### src/design/ispd_pkg.sv
// ispd_pkg: shared types and constants for the icon stream pixel doubler
// no dependencies; used by the controller, datapath and top level
`default_nettype none

package ispd_pkg;

   localparam logic       KIND_DIM        = 1'b0;
   localparam logic       KIND_PIXEL      = 1'b1;
   localparam logic [1:0] REP_ONE         = 2'd1;
   localparam logic [1:0] REP_TWO         = 2'd2;
   localparam logic [7:0] SCALE_DOUBLE    = 8'd2;
   localparam logic [7:0] SCALE_RESET     = 8'd1;
   localparam int         DOUBLE_WIDTH_MAX = 32;
   localparam int         CSR_ADDR_W      = 3;
   localparam logic [CSR_ADDR_W-1:0] CSR_ADDR_SCALE = 3'd0;
   localparam logic [2:0] HDR_WIDTH_LO    = 3'd0;
   localparam logic [2:0] HDR_WIDTH_HI    = 3'd1;
   localparam logic [2:0] HDR_HEIGHT_LO   = 3'd2;
   localparam logic [2:0] HDR_HEIGHT_HI   = 3'd3;

   typedef struct packed {
      logic take;
      logic rep_start;
      logic rep_issue;
      logic rep_load;
   } cmd_type;

   typedef struct packed {
      logic in_item;
      logic in_replay;
      logic rep_last;
   } status_type;

endpackage

`default_nettype wire

### src/design/ispd_if.sv
// ispd_req_if / ispd_rsp_if: valid-ready channels of the pixel doubler
// depends on nothing but the handshake; payload widths fixed by the item format
`default_nettype none

interface ispd_req_if;
   logic       valid;
   logic       ready;
   logic       first_byte;
   logic [7:0] data_byte;
   modport source (output valid, output first_byte, output data_byte, input ready);
   modport sink   (input valid, input first_byte, input data_byte, output ready);
endinterface

interface ispd_rsp_if;
   logic        valid;
   logic        ready;
   logic        kind;
   logic [15:0] pixel_color;
   logic [1:0]  repeat_res;
   logic [15:0] image_width;
   logic [15:0] image_height;
   logic        last;
   modport source (output valid, output kind, output pixel_color, output repeat_res,
                   output image_width, output image_height, output last, input ready);
   modport sink   (input valid, input kind, input pixel_color, input repeat_res,
                   input image_width, input image_height, input last, output ready);
endinterface

`default_nettype wire

### src/design/ispd_ctrl.sv
// ispd_ctrl: handshake and row replay sequencer of the pixel doubler
// depends on ispd_pkg (command and status structs)
`default_nettype none

module ispd_ctrl (
   input  wire                       clock,
   input  wire                       reset,
   input  wire                       req_valid,
   output logic                      req_ready,
   output logic                      rsp_valid,
   input  wire                       rsp_ready,
   input  wire ispd_pkg::status_type status,
   output ispd_pkg::cmd_type         cmd
);

   localparam logic [1:0] ST_IDLE = 2'd0;
   localparam logic [1:0] ST_READ = 2'd1;
   localparam logic [1:0] ST_LOAD = 2'd2;

   logic [1:0] state_ff, state_in;
   logic       rsp_valid_ff, rsp_valid_in;
   logic       out_free;
   logic       loaded;

   assign out_free  = !rsp_valid_ff || rsp_ready;
   assign req_ready = (state_ff == ST_IDLE) && out_free;
   assign rsp_valid = rsp_valid_ff;

   always_comb begin
      state_in      = state_ff;
      cmd           = '0;
      loaded        = 1'b0;
      case (state_ff)
         ST_IDLE: begin
            if (req_valid && out_free) begin
               cmd.take = 1'b1;
               loaded   = status.in_item;
               if (status.in_replay) begin
                  cmd.rep_start = 1'b1;
                  state_in      = ST_READ;
               end
            end
         end
         ST_READ: begin
            cmd.rep_issue = 1'b1;
            state_in      = ST_LOAD;
         end
         ST_LOAD: begin
            if (out_free) begin
               cmd.rep_load = 1'b1;
               loaded       = 1'b1;
               state_in     = status.rep_last ? ST_IDLE : ST_READ;
            end
         end
         default: state_in = ST_IDLE;
      endcase
      if (loaded)
         rsp_valid_in = 1'b1;
      else if (rsp_ready)
         rsp_valid_in = 1'b0;
      else
         rsp_valid_in = rsp_valid_ff;
   end

   always_ff @(posedge clock) begin
      if (reset) begin
         state_ff     <= ST_IDLE;
         rsp_valid_ff <= 1'b0;
      end else begin
         state_ff     <= state_in;
         rsp_valid_ff <= rsp_valid_in;
      end
   end

endmodule

`default_nettype wire

### src/design/ispd_datapath.sv
// ispd_datapath: header parse, pixel pairing, row store and result register
// depends on ispd_pkg; driven by ispd_ctrl commands
`default_nettype none

module ispd_datapath #(
   parameter int LINE_BUFFER_DEPTH = 32
) (
   input  wire                       clock,
   input  wire                       reset,
   input  wire [7:0]                 scale,
   input  wire ispd_pkg::cmd_type    cmd,
   output ispd_pkg::status_type      status,
   input  wire                       in_first_byte,
   input  wire [7:0]                 in_data_byte,
   output logic                      out_kind,
   output logic [15:0]               out_pixel_color,
   output logic [1:0]                out_repeat_res,
   output logic [15:0]               out_image_width,
   output logic [15:0]               out_image_height,
   output logic                      out_last
);

   localparam int AW = (LINE_BUFFER_DEPTH > 1) ? $clog2(LINE_BUFFER_DEPTH) : 1;

   logic [2:0]  header_count_ff;
   logic [15:0] source_width_ff;
   logic [7:0]  source_height_low_ff;
   logic        double_active_ff;
   logic        pair_phase_ff, pair_phase_in;
   logic [7:0]  high_byte_hold_ff;
   logic [5:0]  column_count_ff, column_count_in;
   logic [5:0]  rep_idx_ff;
   logic [15:0] rd_data_ff;
   logic [15:0] row_store [LINE_BUFFER_DEPTH];

   logic        kind_ff;
   logic [15:0] color_ff, width_ff, height_ff;
   logic [1:0]  rep_ff;
   logic        last_ff;

   logic [2:0]  hc_eff;
   logic        pp_eff;
   logic [5:0]  col_eff, col_next;
   logic        hdr, is_pix, row_done, dbl_now;
   logic [15:0] height_full;

   assign hc_eff   = in_first_byte ? 3'd0 : header_count_ff;
   assign pp_eff   = in_first_byte ? 1'b0 : pair_phase_ff;
   assign col_eff  = in_first_byte ? 6'd0 : column_count_ff;
   assign col_next = col_eff + 6'd1;
   assign hdr      = !hc_eff[2];
   assign is_pix   = !hdr && pp_eff;
   assign row_done = double_active_ff && (16'(col_next) >= source_width_ff);
   assign dbl_now  = (scale == ispd_pkg::SCALE_DOUBLE)
                     && (source_width_ff <= 16'(ispd_pkg::DOUBLE_WIDTH_MAX))
                     && (17'(source_width_ff) <= 17'(LINE_BUFFER_DEPTH));
   assign height_full = {in_data_byte, source_height_low_ff};

   assign status.in_item   = (hdr && hc_eff == ispd_pkg::HDR_HEIGHT_HI) || is_pix;
   assign status.in_replay = is_pix && row_done && (source_width_ff != 16'd0);
   assign status.rep_last  = (16'(rep_idx_ff) + 16'd1) >= source_width_ff;

   always_comb begin
      pair_phase_in   = pp_eff;
      column_count_in = col_eff;
      if (hdr) begin
         if (hc_eff == ispd_pkg::HDR_HEIGHT_HI) begin
            pair_phase_in   = 1'b0;
            column_count_in = 6'd0;
         end
      end else if (!pp_eff) begin
         pair_phase_in = 1'b1;
      end else begin
         pair_phase_in = 1'b0;
         if (double_active_ff)
            column_count_in = row_done ? 6'd0 : col_next;
      end
   end

   // parse state
   always_ff @(posedge clock) begin
      if (reset) begin
         header_count_ff      <= 3'd0;
         source_width_ff      <= 16'd0;
         source_height_low_ff <= 8'd0;
         double_active_ff     <= 1'b0;
         pair_phase_ff        <= 1'b0;
         high_byte_hold_ff    <= 8'd0;
         column_count_ff      <= 6'd0;
      end else if (cmd.take) begin
         pair_phase_ff   <= pair_phase_in;
         column_count_ff <= column_count_in;
         if (hdr) begin
            header_count_ff <= hc_eff + 3'd1;
            case (hc_eff)
               ispd_pkg::HDR_WIDTH_LO:  source_width_ff[7:0]  <= in_data_byte;
               ispd_pkg::HDR_WIDTH_HI:  source_width_ff[15:8] <= in_data_byte;
               ispd_pkg::HDR_HEIGHT_LO: source_height_low_ff  <= in_data_byte;
               default:                 double_active_ff      <= dbl_now;
            endcase
         end else if (!pp_eff) begin
            high_byte_hold_ff <= in_data_byte;
         end
      end
   end

   // row store
   always_ff @(posedge clock) begin
      if (cmd.take && is_pix && double_active_ff
          && (9'(col_eff) < 9'(LINE_BUFFER_DEPTH)))
         row_store[AW'(col_eff)] <= {high_byte_hold_ff, in_data_byte};
      if (cmd.rep_issue)
         rd_data_ff <= row_store[AW'(rep_idx_ff)];
   end

   always_ff @(posedge clock) begin
      if (reset)
         rep_idx_ff <= 6'd0;
      else if (cmd.rep_start)
         rep_idx_ff <= 6'd0;
      else if (cmd.rep_load)
         rep_idx_ff <= rep_idx_ff + 6'd1;
   end

   // result register
   always_ff @(posedge clock) begin
      if (cmd.take && status.in_item) begin
         if (hdr) begin
            kind_ff   <= ispd_pkg::KIND_DIM;
            color_ff  <= 16'd0;
            rep_ff    <= ispd_pkg::REP_ONE;
            width_ff  <= dbl_now ? {source_width_ff[14:0], 1'b0} : source_width_ff;
            height_ff <= dbl_now ? {height_full[14:0], 1'b0} : height_full;
            last_ff   <= 1'b1;
         end else begin
            kind_ff   <= ispd_pkg::KIND_PIXEL;
            color_ff  <= {high_byte_hold_ff, in_data_byte};
            rep_ff    <= double_active_ff ? ispd_pkg::REP_TWO : ispd_pkg::REP_ONE;
            width_ff  <= 16'd0;
            height_ff <= 16'd0;
            last_ff   <= !status.in_replay;
         end
      end else if (cmd.rep_load) begin
         kind_ff   <= ispd_pkg::KIND_PIXEL;
         color_ff  <= rd_data_ff;
         rep_ff    <= ispd_pkg::REP_TWO;
         width_ff  <= 16'd0;
         height_ff <= 16'd0;
         last_ff   <= status.rep_last;
      end
   end

   assign out_kind         = kind_ff;
   assign out_pixel_color  = color_ff;
   assign out_repeat_res   = rep_ff;
   assign out_image_width  = width_ff;
   assign out_image_height = height_ff;
   assign out_last         = last_ff;

endmodule

`default_nettype wire

### src/design/icon_stream_pixel_doubler_core.sv
// icon_stream_pixel_doubler_core: top level, csr register and channel wiring
// depends on ispd_pkg, ispd_if, ispd_ctrl and ispd_datapath
//
// Takes an icon file one byte per item: a four byte little-endian width and
// height header, then big-endian RGB565 pixel pairs. Writing 2 to the scale
// register (offset 0, reset 1) doubles icons up to 32 pixels wide: each
// pixel goes out with repeat 2 and every finished source row is replayed
// from the row store. A byte is taken whenever the result register is free
// and no replay runs; each replayed pixel is first read from the row store
// into a register, then loaded into the result register once it is free. No
// input byte is taken during a replay.
`default_nettype none

module icon_stream_pixel_doubler_core #(
   parameter int LINE_BUFFER_DEPTH = 32
) (
   input  wire                               clock,
   input  wire                               reset,
   ispd_req_if.sink                          req_ch,
   ispd_rsp_if.source                        rsp_ch,
   input  wire                               csr_psel,
   input  wire                               csr_penable,
   input  wire                               csr_pwrite,
   input  wire [ispd_pkg::CSR_ADDR_W-1:0]    csr_paddr,
   input  wire [31:0]                        csr_pwdata,
   output logic [31:0]                       csr_prdata,
   output logic                              csr_pready
);

   logic [7:0]           scale_ff;
   ispd_pkg::cmd_type    cmd;
   ispd_pkg::status_type status;

   always_ff @(posedge clock) begin
      if (reset)
         scale_ff <= ispd_pkg::SCALE_RESET;
      else if (csr_psel && csr_penable && csr_pwrite
               && csr_paddr == ispd_pkg::CSR_ADDR_SCALE)
         scale_ff <= csr_pwdata[7:0];
   end

   assign csr_pready  = 1'b1;
   assign csr_prdata  = (csr_paddr == ispd_pkg::CSR_ADDR_SCALE) ? {24'd0, scale_ff} : 32'd0;

   ispd_ctrl u_ctrl (
      .clock     (clock),
      .reset     (reset),
      .req_valid (req_ch.valid),
      .req_ready (req_ch.ready),
      .rsp_valid (rsp_ch.valid),
      .rsp_ready (rsp_ch.ready),
      .status    (status),
      .cmd       (cmd)
   );

   ispd_datapath #(
      .LINE_BUFFER_DEPTH (LINE_BUFFER_DEPTH)
   ) u_datapath (
      .clock            (clock),
      .reset            (reset),
      .scale            (scale_ff),
      .cmd              (cmd),
      .status           (status),
      .in_first_byte    (req_ch.first_byte),
      .in_data_byte     (req_ch.data_byte),
      .out_kind         (rsp_ch.kind),
      .out_pixel_color  (rsp_ch.pixel_color),
      .out_repeat_res   (rsp_ch.repeat_res),
      .out_image_width  (rsp_ch.image_width),
      .out_image_height (rsp_ch.image_height),
      .out_last         (rsp_ch.last)
   );

endmodule

`default_nettype wire

### src/flat_wrapper.sv
// flat-port wrapper written by rule: the top's interface ports become plain ports
module icon_stream_pixel_doubler_core_flat 
#(
   parameter int LINE_BUFFER_DEPTH = 32
)
  (clock, reset, csr_psel, csr_penable, csr_pwrite, csr_paddr, csr_pwdata, csr_prdata, csr_pready, req_ch_valid, req_ch_first_byte, req_ch_data_byte, req_ch_ready, rsp_ch_valid, rsp_ch_kind, rsp_ch_pixel_color, rsp_ch_repeat_res, rsp_ch_image_width, rsp_ch_image_height, rsp_ch_last, rsp_ch_ready);
  ispd_req_if req_ch_i ();
  ispd_rsp_if rsp_ch_i ();
  input  wire clock;
  input  wire reset;
  input  wire csr_psel;
  input  wire csr_penable;
  input  wire csr_pwrite;
  input  wire [ispd_pkg::CSR_ADDR_W-1:0] csr_paddr;
  input  wire [31:0] csr_pwdata;
  output logic [31:0] csr_prdata;
  output logic csr_pready;
  input wire logic [$bits(req_ch_i.valid)-1:0] req_ch_valid;
  input wire logic [$bits(req_ch_i.first_byte)-1:0] req_ch_first_byte;
  input wire logic [$bits(req_ch_i.data_byte)-1:0] req_ch_data_byte;
  output wire logic [$bits(req_ch_i.ready)-1:0] req_ch_ready;
  output wire logic [$bits(rsp_ch_i.valid)-1:0] rsp_ch_valid;
  output wire logic [$bits(rsp_ch_i.kind)-1:0] rsp_ch_kind;
  output wire logic [$bits(rsp_ch_i.pixel_color)-1:0] rsp_ch_pixel_color;
  output wire logic [$bits(rsp_ch_i.repeat_res)-1:0] rsp_ch_repeat_res;
  output wire logic [$bits(rsp_ch_i.image_width)-1:0] rsp_ch_image_width;
  output wire logic [$bits(rsp_ch_i.image_height)-1:0] rsp_ch_image_height;
  output wire logic [$bits(rsp_ch_i.last)-1:0] rsp_ch_last;
  input wire logic [$bits(rsp_ch_i.ready)-1:0] rsp_ch_ready;
  assign req_ch_i.valid = req_ch_valid;
  assign req_ch_i.first_byte = req_ch_first_byte;
  assign req_ch_i.data_byte = req_ch_data_byte;
  assign req_ch_ready = req_ch_i.ready;
  assign rsp_ch_valid = rsp_ch_i.valid;
  assign rsp_ch_kind = rsp_ch_i.kind;
  assign rsp_ch_pixel_color = rsp_ch_i.pixel_color;
  assign rsp_ch_repeat_res = rsp_ch_i.repeat_res;
  assign rsp_ch_image_width = rsp_ch_i.image_width;
  assign rsp_ch_image_height = rsp_ch_i.image_height;
  assign rsp_ch_last = rsp_ch_i.last;
  assign rsp_ch_i.ready = rsp_ch_ready;
  icon_stream_pixel_doubler_core #(.LINE_BUFFER_DEPTH(LINE_BUFFER_DEPTH)) u_core (.clock(clock), .reset(reset), .req_ch(req_ch_i), .rsp_ch(rsp_ch_i), .csr_psel(csr_psel), .csr_penable(csr_penable), .csr_pwrite(csr_pwrite), .csr_paddr(csr_paddr), .csr_pwdata(csr_pwdata), .csr_prdata(csr_prdata), .csr_pready(csr_pready));
endmodule
### config.mk
export PLATFORM = sky130hd
export DESIGN_NAME = icon_stream_pixel_doubler_core_flat
export DESIGN_NICKNAME = d
export VERILOG_FILES = /design/src/design/ispd_pkg.sv /design/src/design/ispd_if.sv /design/src/design/ispd_ctrl.sv /design/src/design/ispd_datapath.sv /design/src/design/icon_stream_pixel_doubler_core.sv /design/src/flat_wrapper.sv
export SDC_FILE = /design/constraint.sdc
export NUM_CORES = 1
export LEC_CHECK = 0
export BUFFER_PORTS_ARGS = -buffer_cell sky130_fd_sc_hd__buf_4
export CAP_MARGIN = 20
export CORE_ASPECT_RATIO = 0.7
export CORE_MARGIN = 3
export CORE_UTILIZATION = 59
export DETAILED_ROUTE_END_ITERATION = 10
export HOLD_SLACK_MARGIN = 0.03
export PLACE_DENSITY = 0.82
export RECOVER_POWER = 50
export SETUP_SLACK_MARGIN = 0.15
export SYNTH_ARGS = -nofsm -noshare
export SYNTH_HDL_FRONTEND = slang
export SYNTH_SLANG_ARGS = --single-unit
### constraint.sdc
create_clock -name clock -period 4.1 [get_ports clock]
set_input_delay 0.615 -clock clock [delete_from_list [all_inputs] [get_ports clock]]
set_output_delay 0.615 -clock clock [all_outputs]
set_load 0.03 [all_outputs]
==> results.yml <==
power_and_ir_drop:
  p_per_area_mw_per_mm2: 445
  power_leakage_nw: 8.27
  peakVddDrop_mv: 0.362
  p_switching_mw: 2.45
  p_int_mw: 9.97
  clkPwrFrac: 0.414
  p_comb_frac: 0.016
  swShare: 0.197
  seqPwrFrac: 0.570
global_route:
  grt_pass1_vias: 13700
  grt-ovfl-total: 0
  grt_max_degree: 75
  grt.total_usage: 0.271
  antenna_found_initial: 1
  grt_pass1_wl_mm: 88.7
critical_path:
  path_max_fanout: 10
  arrival_ps: 3740
  required_ps: 4620
  startpoint_type: "flip-flop"
  path_class: "flip-flop to flip-flop"
  end_kind: "flip-flop"
place:
  gp_congestion: 0.903
  dp_cells: 1962
  io_buffers: 88
  dp_hpwl_mm: 34.9
routing:
  via_count: 13700
  drt_iter0_drc: 1864
  firstDrtPassIters: 6
  wl_mm: 60.0
  wire_per_inst_um: 29.1
  via_per_inst: 6.64
  ant_nets: 0
  drc: 0
die:
  num_rows: 62
  start_util: 0.604
  design.die.area_mm2: 0.0451
  core_region_area_mm2: 0.0415
  ios: 138
  fp.dieH_um: 179
  die_w_um: 252
timing:
  min_period_ps: 3220
  setup_viol: 0
  tns_ps: 0
  fmax_mhz: 311
  tightest_slew_ps: 2520
  clock-skew-final_ps: 21.1
  hold_viol: 0
  min_period_over_period: 0.784
  slew-limit-headroom: -0.682
  drv_slew: 319
  rsz0062_at_grt: "false"
yosys:
  synthesis.area_mm2: 0.0251
  synth_area_leaders: "edfxtp_1 69%, mux4_2 11%, dfxtp_1 4.8%, mux2i_1 1.7%, o22ai_1 1.6%"
  ys_types: 58
  avgSynthCellArea_um2: 18.6
  synth_seq_area_share: 0.742
  synthXorXnorAreaFrac: 0.00489
  synth_top_family_by_area: "multiplexers"
  synth_commonest_cells: "580 x edfxtp_1, 128 x mux4_2, 97 x nor2_1"
  synth-main-ff-cell: "edfxtp_1"
  async_reset_ff_frac: 0
  synth.most_common_cell: "edfxtp_1"
  synthSimpleGateAreaFrac: 0.0507
  synth_fa_ha_area_frac: 0.00898
  synth_edf_count: 580
  netlist.area_leader.share: 0.694
  synth_compound_area_frac: 0.0375
  synth_top_area_cell: "edfxtp_1"
  ys_warn_count: 0
  synth.mux.area_fraction: 0.132
  syn_inst: 1348
  ys_ff_latch: 640
clock_network:
  tritoncts: "yes"
  clock_latency_ps: 590
  cts_root_buf: "clkbuf_16"
  post_cts_buffers: 0
  cts_buffer_depth: 3
  cts.sinks: 640
  postCtsHoldBufs: 0
  numCtsBuffers: 54
  htree_num_levels: 2
  clk_pin_slew_ps: 70
  cts_resized: 0
min_path:
  min_path_type: "primary input to flip-flop"
final_layout:
  fin_util: 0.673
  drive_gt1_frac: 0.205
  fin_cells: 2063
  n_antenna_cell: 0
  area.growth.synth_to_final_pct: 11.3
  nNetsFinal: 1546
run:
  cap_violations: 8
status:
  failed_checks: "max-capacitance violations, max-slew violations"
  status: "finished with violations"
## flip-flops by register name, summed over array words and instances, names as in the netlist
register / flops
u_core.u_datapath.out_kind: 1
u_core.u_datapath.source_width_ff: 16
u_core.scale_ff: 8
u_core.u_datapath.pair_phase_ff: 1
u_core.u_datapath.out_pixel_color: 16
u_core.u_datapath.column_count_ff: 6
u_core.u_datapath.header_count_ff: 3
u_core.u_datapath.out_last: 1
u_core.u_datapath.rep_idx_ff: 6
u_core.u_datapath.rd_data_ff: 16
u_core.u_datapath.source_height_low_ff: 8
u_core.u_datapath.out_repeat_res: 2
u_core.u_datapath.out_image_height: 16
u_core.u_datapath.out_image_width: 16
u_core.u_ctrl.rsp_valid: 1
u_core.u_ctrl.state_ff: 2
u_core.u_datapath.high_byte_hold_ff: 8
u_core.u_datapath.double_active_ff: 1
u_core.u_datapath.row_store: 512
## final timing paths
check / start / end / slack (ps) / cells after the start
setup / recovery: u_core.u_datapath.column_count_ff[2]$_SDFFE_PP0P_ / u_core.u_datapath.column_count_ff[2]$_SDFFE_PP0P_ / 880 / 9
hold / removal: csr_pwdata[0] / u_core.scale_ff[0]$_SDFFE_PP1P_ / 240 / 2
setup reg to reg: u_core.u_datapath.column_count_ff[2]$_SDFFE_PP0P_ / u_core.u_datapath.column_count_ff[2]$_SDFFE_PP0P_ / 880 / 9
hold reg to reg: u_core.u_datapath.header_count_ff[0]$_SDFFE_PP0P_ / u_core.u_datapath.header_count_ff[0]$_SDFFE_PP0P_ / 520 / 1
## through the flow
step                      hold WS [ps]  worst slack, ps  cell area, µm²  total power, mW
final                              239              884           27900             12.4
after global routing               239              689           27900             12.7
after global placement             463              779           26400             7.40
after floorplan                    441              425           25200             7.33
after detailed placement           484              697           26500             7.41
after CTS                          229             1000           28200             12.4
## critical path, cell delays in order (launching register included)
cell      delay [ps]
dfxtp_1          540
nand4b_1         250
or2_2            390
xnor2_1          240
ha_1             300
a21oi_1          120
o21ai_0           90
o21bai_1         310
nor3b_1          620
a22o_1           270
## kinds of logic (layout without fill, tap and decap cells)
family          Yosys count  count (layout)
flops                   640             640
simple gates            264             264
mux                     171             171
compound gates          134             134
buf+inv                 105             253
fa+ha+maj                18              18
xor+xnor                 14              14
other cells               2              25
## cell type report
class / count / area (µm²)
fill: 2600 / 13600
multi-input combinational: 626 / 5970
tap: 544 / 681
timing repair buffer: 147 / 867
sequential: 640 / 18600
clock inverter: 29 / 303
inverter: 8 / 30.0
clock buffer: 69 / 1440
## power groups by stage
stage / registers (mW) / logic [mW] / clock network [mW]
floorplan: 7.21 / 0.119 / 0
global placement: 7.21 / 0.190 / 0
detailed placement: 7.21 / 0.199 / 0
CTS: 7.07 / 0.202 / 5.17
global route: 7.07 / 0.219 / 5.44
finish: 7.07 / 0.204 / 5.14
## placed cells by master, fill, tap and decap left out, types with 7 or more instances in the layout
cell type / count
a21oi_1: 11
a21oi_2: 18
a22o_1: 20
and2_1: 20
buf_4: 70
clkbuf_1: 86
clkbuf_16: 55
clkinv_1: 7
clkinv_2: 11
conb_1: 25
dfxtp_1: 58
edfxtp_1: 580
ha_1: 18
inv_1: 8
mux2i_1: 42
mux4_2: 128
nand2_1: 55
nand3_1: 11
nor2_1: 97
nor2b_1: 10
nor3_1: 15
nor4_1: 19
o22ai_1: 64
xnor2_1: 8
## metal layers
metal / vias up / GRT usage / share of wire
met2: 905 / 0.424 / 0.47
met4: 2 / 0.0579 / 0.021
met1: 7074 / 0.397 / 0.38
met3: 99 / 0.0652 / 0.12
met5: - / 0 / 0.00018
li1: 5610 / - / -
No activity file was read; power rests on OpenSTA's default activity.
